`config.mk`:
```
export PLATFORM = sky130hd
export DESIGN_NAME = i2c_register_read_sequencer
export DESIGN_NICKNAME = d
export VERILOG_FILES = /design/src/sv/i2crr_pkg.sv /design/src/sv/i2crr_step.sv /design/src/sv/i2c_register_read_sequencer.sv
export SDC_FILE = /design/constraint.sdc
export NUM_CORES = 1
export LEC_CHECK = 0
export BUFFER_PORTS_ARGS = -buffer_cell sky130_fd_sc_hd__buf_2
export CAP_MARGIN = 10
export CELL_PAD_IN_SITES_DETAIL_PLACEMENT = 1
export CELL_PAD_IN_SITES_GLOBAL_PLACEMENT = 1
export CORE_MARGIN = 10
export CORE_UTILIZATION = 41
export DETAILED_ROUTE_END_ITERATION = 10
export MAX_ROUTING_LAYER = met4
export PLACE_DENSITY_LB_ADDON = 0.1
export SLEW_MARGIN = 20
export SYNTH_ARGS = -nofsm -noshare
export SYNTH_HDL_FRONTEND = slang
export SYNTH_HIERARCHICAL = 1
export SYNTH_SLANG_ARGS = --single-unit
```
`constraint.sdc`:
```
create_clock -name aclk -period 2.2 [get_ports aclk]
set_input_delay 0.33 -clock aclk [delete_from_list [all_inputs] [get_ports aclk]]
set_output_delay 0.33 -clock aclk [all_outputs]
set_load 0.01 [all_outputs]
```
`src/sv/i2crr_pkg.sv`:
```
// Types, codes and beat layouts of the I2C register read sequencer.
`default_nettype none
package i2crr_pkg;

    localparam int unsigned S_TDATA_W = 32;
    localparam int unsigned M_TDATA_W = 32;

    // Sequence phases
    localparam logic [2:0] PH_IDLE    = 3'd0;
    localparam logic [2:0] PH_ADDR_W  = 3'd1;
    localparam logic [2:0] PH_REG     = 3'd2;
    localparam logic [2:0] PH_RESTART = 3'd3;
    localparam logic [2:0] PH_LOW     = 3'd4;
    localparam logic [2:0] PH_HIGH    = 3'd5;
    localparam logic [2:0] PH_STOP    = 3'd6;

    // Master engine state codes
    localparam logic [2:0] ST_RX_READY = 3'd1;
    localparam logic [2:0] ST_TX_READY = 3'd2;
    localparam logic [2:0] ST_NACK_ADR = 3'd3;
    localparam logic [2:0] ST_NACK_DAT = 3'd4;

    // Engine commands
    localparam logic [1:0] CMD_NONE     = 2'd0;
    localparam logic [1:0] CMD_CONTINUE = 2'd1;
    localparam logic [1:0] CMD_START    = 2'd2;
    localparam logic [1:0] CMD_STOP     = 2'd3;

    // Request kinds carried in tuser
    localparam logic MODE_REQUEST = 1'b0;
    localparam logic MODE_EVENT   = 1'b1;

    typedef struct packed {
        logic [2:0]  phase;
        logic [6:0]  target_address;
        logic [7:0]  target_register;
        logic [15:0] data_word;
        logic        ready_flag;
        logic        irq_enabled;
    } seq_state_t;

    typedef struct packed {
        logic        mode;
        logic [6:0]  slave_address;
        logic [7:0]  register_address;
        logic        pending;
        logic [2:0]  bus_state;
        logic [7:0]  received_byte;
    } seq_in_t;

    typedef struct packed {
        logic        write_valid;
        logic [7:0]  write_byte;
        logic [1:0]  command;
    } seq_action_t;

endpackage
`default_nettype wire

```
`src/sv/i2crr_step.sv`:
```
// Next-state and action logic for one request or engine event.
`default_nettype none
module i2crr_step (
    input  wire i2crr_pkg::seq_state_t  state_cur,
    input  wire i2crr_pkg::seq_in_t     beat,
    output i2crr_pkg::seq_state_t       state_nxt,
    output i2crr_pkg::seq_action_t      action
);
    import i2crr_pkg::*;

    logic is_nack;

    assign is_nack = (beat.bus_state == ST_NACK_ADR) || (beat.bus_state == ST_NACK_DAT);

    always_comb begin
        state_nxt          = state_cur;
        action.write_valid = 1'b0;
        action.write_byte  = 8'h00;
        action.command     = CMD_NONE;

        if (beat.mode == MODE_REQUEST) begin
            // a request while busy is dropped
            if (state_cur.phase == PH_IDLE) begin
                state_nxt.target_address  = beat.slave_address;
                state_nxt.target_register = beat.register_address;
                state_nxt.ready_flag      = 1'b0;
                state_nxt.irq_enabled     = 1'b1;
                state_nxt.phase           = PH_ADDR_W;
                action.write_valid        = 1'b1;
                action.write_byte         = {beat.slave_address, 1'b0};
                action.command            = CMD_START;
            end
        end else if (beat.pending) begin
            if (is_nack) begin
                state_nxt.irq_enabled = 1'b0;
                state_nxt.phase       = PH_IDLE;
                action.command        = CMD_STOP;
            end else begin
                unique case (state_cur.phase)
                    PH_ADDR_W: begin
                        if (beat.bus_state == ST_TX_READY) begin
                            action.write_valid = 1'b1;
                            action.write_byte  = state_cur.target_register;
                            action.command     = CMD_CONTINUE;
                            state_nxt.phase    = PH_REG;
                        end
                    end
                    PH_REG: begin
                        if (beat.bus_state == ST_TX_READY) begin
                            action.write_valid = 1'b1;
                            action.write_byte  = {state_cur.target_address, 1'b1};
                            action.command     = CMD_START;
                            state_nxt.phase    = PH_RESTART;
                        end
                    end
                    PH_RESTART: begin
                        if (beat.bus_state == ST_RX_READY) begin
                            state_nxt.data_word = {8'h00, beat.received_byte};
                            action.command      = CMD_CONTINUE;
                            state_nxt.phase     = PH_LOW;
                        end
                    end
                    PH_LOW: begin
                        if (beat.bus_state == ST_RX_READY) begin
                            state_nxt.data_word = {beat.received_byte,
                                                   state_cur.data_word[7:0]};
                            action.command      = CMD_CONTINUE;
                            state_nxt.phase     = PH_HIGH;
                        end
                    end
                    PH_HIGH: begin
                        action.command  = CMD_STOP;
                        state_nxt.phase = PH_STOP;
                    end
                    PH_STOP: begin
                        state_nxt.irq_enabled = 1'b0;
                        state_nxt.ready_flag  = 1'b1;
                        state_nxt.phase       = PH_IDLE;
                    end
                    default: begin
                        // idle and the unused code: nothing to do
                    end
                endcase
            end
        end
    end

endmodule
`default_nettype wire

```
`src/sv/i2c_register_read_sequencer.sv`:
```
// Top level of the I2C register read sequencer.
// Each beat on the s_ side is either a read request (tuser low) or an event from the I2C
// master engine (tuser high); each accepted beat yields exactly one result beat on the m_
// side in the cycle after, with the byte to write, the command to issue and the status after
// the step. The sequence state is updated in the cycle a beat is accepted, so a beat can
// be taken every cycle unless m_ stalls; the output register is the only storage between
// the two sides and s_tready stays high while the result register is empty or being drained.
`default_nettype none
module i2c_register_read_sequencer (
    input  wire                             aclk,
    input  wire                             aresetn,
    input  wire                             s_tvalid,
    output logic                            s_tready,
    // [6:0] slave_address, [14:7] register_address, [15] pending, [18:16] bus_state,
    // [26:19] received_byte, [31:27] zero
    input  wire [i2crr_pkg::S_TDATA_W-1:0]  s_tdata,
    // [0] mode
    input  wire                             s_tuser,
    output logic                            m_tvalid,
    input  wire                             m_tready,
    // [0] write_valid, [8:1] write_byte, [10:9] command, [11] irq_enable,
    // [27:12] read_value, [28] data_ready, [29] busy_res, [31:30] zero
    output logic [i2crr_pkg::M_TDATA_W-1:0] m_tdata
);
    import i2crr_pkg::*;

    seq_state_t           state_reg;
    seq_state_t           state_next;
    seq_in_t              beat;
    seq_action_t          action;
    logic                 m_tvalid_reg;
    logic [M_TDATA_W-1:0] m_tdata_reg;
    logic                 s_accept;

    assign beat.mode             = s_tuser;
    assign beat.slave_address    = s_tdata[6:0];
    assign beat.register_address = s_tdata[14:7];
    assign beat.pending          = s_tdata[15];
    assign beat.bus_state        = s_tdata[18:16];
    assign beat.received_byte    = s_tdata[26:19];

    assign s_tready = !m_tvalid_reg || m_tready;
    assign s_accept = s_tvalid && s_tready;

    i2crr_step u_step (
        .state_cur (state_reg),
        .beat      (beat),
        .state_nxt (state_next),
        .action    (action)
    );

    always_ff @(posedge aclk) begin
        if (!aresetn) begin
            state_reg    <= '0;
            m_tvalid_reg <= 1'b0;
        end else begin
            if (s_accept) begin
                state_reg <= state_next;
            end
            if (s_accept) begin
                m_tvalid_reg <= 1'b1;
            end else if (m_tready) begin
                m_tvalid_reg <= 1'b0;
            end
        end
    end

    // payload: load on accept only, hold while stalled
    always_ff @(posedge aclk) begin
        if (s_accept) begin
            m_tdata_reg <= {2'b00,
                            (state_next.phase != PH_IDLE),
                            state_next.ready_flag,
                            state_next.data_word,
                            state_next.irq_enabled,
                            action.command,
                            action.write_byte,
                            action.write_valid};
        end
    end

    assign m_tvalid = m_tvalid_reg;
    assign m_tdata  = m_tdata_reg;

endmodule
`default_nettype wire

```
==> impl_metrics.ini, run 1 <==
[route]
wirelength_um = 8590
drc = 0
num_vias = 2674
drt-initial-drc-count = 84
via_per_inst = 5.19
wl_per_cell_um = 16.7
final_antenna_net_count = 0
dr.pass1.iters = 4

[yosys]
yosysSeqAreaShare = 0.492
yosysMostFrequentCell = nand2_1
syn_inst = 341
syn_area_per_cell_um2 = 9.77
synth_area_leader_cell = edfxtp_1
netlist_area_um2 = 3330
ys.warnings.count = 6
yosysUniqueCellTypes = 47
synth_common_cells = 123 x nand2_1, 37 x dfxtp_1, 36 x mux2i_1
synthFlopType = dfxtp_1
netlist.area_leader.share = 0.270
ys_top_cells_by_area = edfxtp_1 27%, dfxtp_1 22%, nand2_1 14%, mux2i_1 11%, mux2_1 2.7%
synth_edf_count = 30
synth_seq_cells = 67
synth_async_sr_flop_share = 0

[timing]
hold_violations = 0
setup_viol = 0
max_freq_mhz = 519
whs_ns = 0.243
tightest_slew_ns = 0.655
clock_skew_ns = 0.0100
slew_violations = 0
timing.final.crit_share = 0.876
final.setup.tns_ns = 0
relSlewSlack = 0.564
grt_setup_unrepaired = false
fin_crit_ns = 1.93

[run_status]
status = completed

[critical_path]
crit_chain = or4b_1 > o2111ai_1 > a211oi_1 > a211o_1 > or3_1
setup.worst_path.start_class = flip-flop
cp.arrival_ns = 2.02
crit_required_ns = 2.29
critPathKind = reg -> reg
cp_max_fo = 2
slowest_stage = or4b_1
cp-end-kind = flip-flop
max_stage_delay_ns = 0.44

[pwr]
p_per_area_nw_per_um2 = 721
p_leak_nw = 1.66
ir_worst_vdd_mv = 0.427

[clock_tree]
ctsHoldBuffers = 0
clk_pin_slew_worst_paths_ns = 0.08
cts_tree = done
cts-root-buf = clkbuf_8
cts_max_path_buffers = 2
postCtsResizedCells = 0
clk_latency_ns = 0.35
cts_inserted_buffers = 9
cts_setup_buffers = 0
h-tree-depth = 3
clock-sinks = 67

[floorplanning]
die_w_um = 110
dieArea_um2 = 12100
num_rows = 32
io_pins = 71
die_height_um = 110
start_util = 0.427
core_region_area_um2 = 7810

[placed_design]
place_congestion = 0.815
dp_hpwl_um = 5890
io_buffers = 63

[global_route]
antenna_found_initial = 0
grt_usage = 0.151
grt_start_max_net_pins = 74
overflow = 0
grt_pass1_wl_um = 14000
grt_pass1_vias = 2834

[layout]
drive_gt1_frac = 0.245
register_area_um2 = 1640
diodes = 0
multi_input_area_um2 = 1520
fill_cells = 906
largest_reg_flops = 36
syn_to_final_growth_pct = 19.0
fin_nets = 445

[worst_hold_path]
hold_path_class = in -> reg

[flow_run]
drv_cap = 0
-- worst max-delay path: cells and delay by family (launching register included) --
family	cells	cell delay [ns]
and+or+nand+nor	2	0.81
DFF	1	0.35
AOI/OAI and AO/OA	3	0.51
-- through the flow --
step	cell area (µm²)	setup WS, ns	total power [W]	util	std cells
floorplan	3340	0.248	0.00161	-	342
global placement	3740	0.0853	0.00172	0.479	499
detailed placement	3740	0.0550	0.00172	0.479	499
CTS	3970	0.274	0.00290	0.508	515
global route	3970	0.0857	0.00299	0.508	515
finish	3970	0.273	0.00286	0.508	515
-- cell usage in the layout (no fill, tap or decap), drive strengths merged, types with 2 or more instances in the layout --
| master | netlist | layout |
|---|---|---|
| nor3 | 3 | 3 |
| nand2 | 123 | 123 |
| inv | 4 | 6 |
| o22ai | 2 | 2 |
| buf | 13 | 76 |
| a22o | 9 | 9 |
| and2 | 2 | 2 |
| nor3b | 3 | 3 |
| or3 | 3 | 3 |
| nand3 | 2 | 2 |
| a21oi | 4 | 4 |
| nor2 | 7 | 7 |
| mux2i | 36 | 36 |
| clkbuf | 8 | 9 |
| clkinv | 0 | 3 |
| conb | 1 | 2 |
| a21boi | 2 | 2 |
| edfxtp | 30 | 30 |
| a22oi | 8 | 8 |
| a211o | 3 | 3 |
| nand2b | 4 | 4 |
| mux2 | 8 | 8 |
| bufinv | 0 | 2 |
| dfxtp | 37 | 37 |
| o2111ai | 2 | 2 |
| o21ai | 11 | 11 |
-- area by class of cell --
| type | instances | area share |
|---|---|---|
| sequential | 67 | 0.414 |
| multi-input combinational | 250 | 0.383 |
| timing repair buffer | 76 | 0.110 |
| tap | 102 | 0.0322 |
| clock buffer | 9 | 0.0312 |
| clock inverter | 7 | 0.0252 |
| inverter | 4 | 0.00379 |
-- report_power, final --
group / switching (W) / leakage [nW] / total, W / internal (W)
clock: 0.000518 / 0.114 / 0.00117 / 0.000648
combinational: 0.000189 / 0.940 / 0.000312 / 0.000124
sequential: 0.0000275 / 0.602 / 0.00138 / 0.00135
-- worst paths after layout --
kind | start | to | slack [ns] | depth (start not counted)
max | state_reg[34] | m_tdata[29] | 0.27 | 5
min | s_tvalid | m_tvalid | 0.24 | 3
max reg2reg | state_reg[34] | m_tdata[29] | 0.27 | 5
min reg2reg | state_reg[3] | state_reg[3] | 0.46 | 2
-- routing by layer --
layer	wire, µm	GRT usage	up-vias
met1	3990	0.187	1285
met4	111	0.0514	0
met2	4070	0.239	57
met3	412	0.0348	9
li1	-	-	1323
met5	0	-	-
-- kinds of logic (layout without fill, tap and decap cells) --
kind of cell	Yosys count	after routing	synth area share
simple gates	154	154	0.211
buf+inv	25	96	0.0526
other cells	1	2	0.00113
mux	44	44	0.135
flops	67	67	0.492
compound gates	50	50	0.108
No activity file was read; power rests on OpenSTA's default activity.
==> inputs of run 2 (changes only) <==
--- a/config.mk
+++ b/config.mk
@@ -12,7 +12,6 @@
 export CORE_MARGIN = 10
 export CORE_UTILIZATION = 41
 export DETAILED_ROUTE_END_ITERATION = 10
-export MAX_ROUTING_LAYER = met4
 export PLACE_DENSITY_LB_ADDON = 0.1
 export SLEW_MARGIN = 20
 export SYNTH_ARGS = -nofsm -noshare
==> impl_metrics.ini, run 2 (synthesized netlist as in run 1, its figures left out) <==
[layout]
largest_reg_flops = 36
fin_nets = 445
layout_commonest_cell = nand2_1
finalInstanceArea_um2 = 3970
fill_cells = 906
final_cell_mix = 123 x nand2_1, 63 x buf_2, 37 x dfxtp_1
syn_to_final_growth_pct = 19.0
multi_input_area_um2 = 1520
drive_gt1_frac = 0.245
diodes = 0
register_area_um2 = 1640

[route]
wl_met3_um = 504
highest_layer = met4
wirelength_um = 8590
wl_per_cell_um = 16.7
drc = 0
drt-initial-drc-count = 69
num_vias = 2670
dr.pass1.iters = 4
wl_met1_um = 3870
dr_wl_met2_um = 4100
via_per_inst = 5.18
final_antenna_net_count = 0

[timing]
max_freq_mhz = 516
clock_skew_ns = 0.00951
slew_violations = 0
hold_violations = 0
tightest_slew_ns = 0.642
setup_viol = 0
relSlewSlack = 0.572
grt_setup_unrepaired = false
fin_crit_ns = 1.94
timing.final.crit_share = 0.881
final.setup.tns_ns = 0

[global_route]
grt_pass1_vias = 2830
antenna_found_initial = 0
grt_start_max_net_pins = 74
grt_pass1_wl_um = 14000
overflow = 0
grt_usage = 0.147

[critical_path]
cp.arrival_ns = 2.16
setup.worst_path.start_class = flip-flop
crit_chain = nand3b_1 > o21ai_1 > nand3_1 > a22o_1 > nand2_1 > mux2i_1
max_stage_delay_ns = 0.63
critPathKind = reg -> reg
cp-end-kind = flip-flop
cp_max_fo = 13
crit_required_ns = 2.42
slowest_stage = dfxtp_1

[floorplanning]
io_pins = 71
core_region_area_um2 = 7810
start_util = 0.427
dieArea_um2 = 12100
num_rows = 32
die_height_um = 110
die_w_um = 110

[clock_tree]
ctsHoldBuffers = 0
clock-sinks = 67
cts_inserted_buffers = 9
postCtsResizedCells = 0
clk_pin_slew_worst_paths_ns = 0.08
clk_latency_ns = 0.35
cts_max_path_buffers = 2
cts_tree = done
cts-root-buf = clkbuf_8
cts_setup_buffers = 0
h-tree-depth = 3

[worst_hold_path]
hold_path_class = in -> reg

[pwr]
p_per_area_nw_per_um2 = 720
p_leak_nw = 1.66
ir_worst_vdd_mv = 0.426

[placed_design]
dpl_cell_area_um2 = 3740
place_congestion = 0.803
io_buffers = 63
dp_hpwl_um = 5890

[flow_run]
drv_cap = 0

[run_status]
status = completed
## run 2: cell counts in the layout (fill, tap and decap cells not counted)
Identical to the previous run, type by type.
## run 2: path summary, 6_finish.rpt
kind | slack [ns] | cells after the start | endpoint | from
worst min-delay path | 0.24 | 3 | m_tvalid | s_tvalid
worst min register to register | 0.46 | 2 | state_reg[3] | state_reg[3]
worst max-delay path | 0.26 | 6 | state_reg[16] | state_reg[33]
worst max register to register | 0.26 | 6 | state_reg[16] | state_reg[33]
## run 2: layout make-up
type | instances | area share
timing repair buffer | 76 | 0.110
tap | 102 | 0.0322
clock buffer | 9 | 0.0312
clock inverter | 7 | 0.0252
sequential | 67 | 0.414
inverter | 4 | 0.00379
multi-input combinational | 250 | 0.383
## run 2: routing by layer
| metal | up-vias | GRT usage |
|---|---|---|
| li1 | 1319 | - |
| met1 | 1287 | 0.183 |
| met2 | 57 | 0.238 |
| met3 | 7 | 0.0412 |
| met4 | 0 | 0.0514 |
| met5 | - | 0 |
## run 2: worst max-delay path, delay by kind of cell (launching register included)
kind             cells  cell delay [ns]
flip-flops           1             0.63
AND/OR/NAND/NOR      3             0.60
AO/OA/AOI/OAI        2             0.50
multiplexers         1             0.08
## run 2: through the flow
step                      setup WS [ns]  hold slack (ns)  power, W   util  cells
after floorplan                   0.248            0.429   0.00161      -    342
after global placement           0.0853            0.438   0.00172  0.479    499
after detailed placement         0.0550            0.447   0.00172  0.479    499
after CTS                         0.274            0.232   0.00290  0.508    515
after global routing             0.0841            0.255   0.00299  0.508    515
final                             0.262            0.243   0.00286  0.508    515
## run 2: report_power, final
part / leakage, nW / switching, W / total (W) / internal, W
combinational: 0.940 / 0.000188 / 0.000311 / 0.000124
sequential: 0.602 / 0.0000277 / 0.00138 / 0.00135
clock: 0.114 / 0.000515 / 0.00116 / 0.000648
total: 1.66 / 0.000731 / 0.00286 / 0.00212
==> inputs of run 3 (changes only) <==
==> constraint.sdc (replaced) <==
create_clock -name aclk -period 2.2 [get_ports aclk]
set_input_delay 0.55 -clock aclk [delete_from_list [all_inputs] [get_ports aclk]]
set_output_delay 0.55 -clock aclk [all_outputs]
set_load 0.01 [all_outputs]
==> impl_metrics.ini, run 3 (synthesized netlist as in run 1, its figures left out) <==
[timing]
slew_violations = 0
clock_skew_ns = 0.0100
timing.final.crit_share = 0.895
tightest_slew_ns = 0.629
whs_ns = 0.442
grt_setup_unrepaired = false
max_freq_mhz = 508
setup_viol = 0
setup_slack_ns = 0.232
hold_violations = 0
relSlewSlack = 0.581
fin_crit_ns = 1.97

[floorplanning]
die_w_um = 110
start_util = 0.427
core_region_area_um2 = 7810
dieArea_um2 = 12100
num_rows = 32
io_pins = 71
die_height_um = 110

[critical_path]
setup.worst_path.start_class = input pin
critPathKind = in -> reg
reg2reg_setup_slack_ns = 0.26
crit_required_ns = 2.30
cp-end-kind = flip-flop
worstReg2RegStart = state_reg[33]
max_stage_delay_ns = 0.54
slowest_stage = or4b_1
cp_max_fo = 3
cp_num_buf_inv = 1
cp-startpoint = s_tdata[18]
cp.arrival_ns = 2.07
critPathTopFamily = simple AND/OR/NAND/NOR gates
crit_chain = buf_2 > or4b_1 > o2111ai_1 > a211oi_1 > a211o_1 > or3_1

[clock_tree]
clock-sinks = 67
ctsHoldBuffers = 0
cts_inserted_buffers = 9
postCtsResizedCells = 0
cts_setup_buffers = 0
cts-root-buf = clkbuf_8
clk_latency_ns = 0.36
cts_tree = done
cts_max_path_buffers = 2
clk_pin_slew_worst_paths_ns = 0.08
h-tree-depth = 3

[global_route]
grt_pass1_vias = 2845
overflow = 0
grt_usage = 0.151
antenna_found_initial = 0
grt_pass1_wl_um = 14400
grt_start_max_net_pins = 74

[layout]
fill_cells = 931
diodes = 0
drive_gt1_frac = 0.273
syn_to_final_growth_pct = 22.2
final_cell_mix = 123 x nand2_1, 63 x buf_2, 37 x dfxtp_1
fin_nets = 461
finalInstanceArea_um2 = 4070
layout_commonest_cell = nand2_1
largest_reg_flops = 36

[route]
wl_per_cell_um = 16.6
dr.pass1.iters = 4
num_vias = 2752
drc = 0
drt-initial-drc-count = 67
final_antenna_net_count = 0
wirelength_um = 8840
via_per_inst = 5.18

[pwr]
p_clk_frac = 0.367
swShare = 0.281
p_seq_frac = 0.509
switchingPower_w = 0.000763
p_per_area_nw_per_um2 = 666
power_frac_comb = 0.124
p_leak_nw = 1.73
ir_worst_vdd_mv = 0.391
internal_power_w = 0.00195

[worst_hold_path]
hold_path_class = in -> reg
hp-start = s_tvalid

[flow_run]
drv_cap = 0

[placed_design]
io_buffers = 63
dp_slack_ns = -0.120
dp_hpwl_um = 6190
dpl_cell_area_um2 = 3890
place_congestion = 0.826

[run_status]
status = completed
[run 3: power by group through the flow]
stage	Clock, W	Sequential (W)	Combinational [W]
floorplan	0	0.00142	0.000193
global placement	0	0.00141	0.000333
detailed placement	0	0.00141	0.000343
CTS	0.00101	0.00138	0.000344
global route	0.00107	0.00139	0.000377
finish	0.000994	0.00138	0.000337
[run 3: worst paths after layout]
| kind | end | depth (start not counted) |
|---|---|---|
| setup reg to reg | m_tdata[29] | 6 |
| hold reg to reg | state_reg[1] | 2 |
| setup / recovery | m_tdata[29] | 6 |
| hold / removal | m_tvalid | 3 |
[run 3: area by class of cell]
class / instances / area (µm²) / area share
Inverter: 4 / 15.0 / 0.00369
Clock buffer: 10 / 138 / 0.0338
Sequential cell: 67 / 1640 / 0.403
Multi-Input combinational cell: 250 / 1520 / 0.373
Clock inverter: 6 / 47.5 / 0.0117
Tap cell: 102 / 128 / 0.0313
Timing Repair Buffer: 92 / 583 / 0.143
[run 3: metal layers]
metal	track usage	part of all wire
met5	0	0
met4	0.0523	0.013
met3	0.0389	0.055
met2	0.249	0.49
met1	0.186	0.44
[run 3: worst min-delay path, cell delays in order]
cell	delay, ns
buf_2	0.10
inv_1	0.04
a21boi_0	0.06
[run 3: stage by stage]
stage	power [W]	util	TNS (ns)	std cells
after floorplan	0.00161	-	0	342
after global placement	0.00174	0.498	-0.0860	515
after detailed placement	0.00175	0.498	-0.120	515
after CTS	0.00274	0.522	0	531
after global routing	0.00284	0.522	0	531
final	0.00271	0.522	0	531
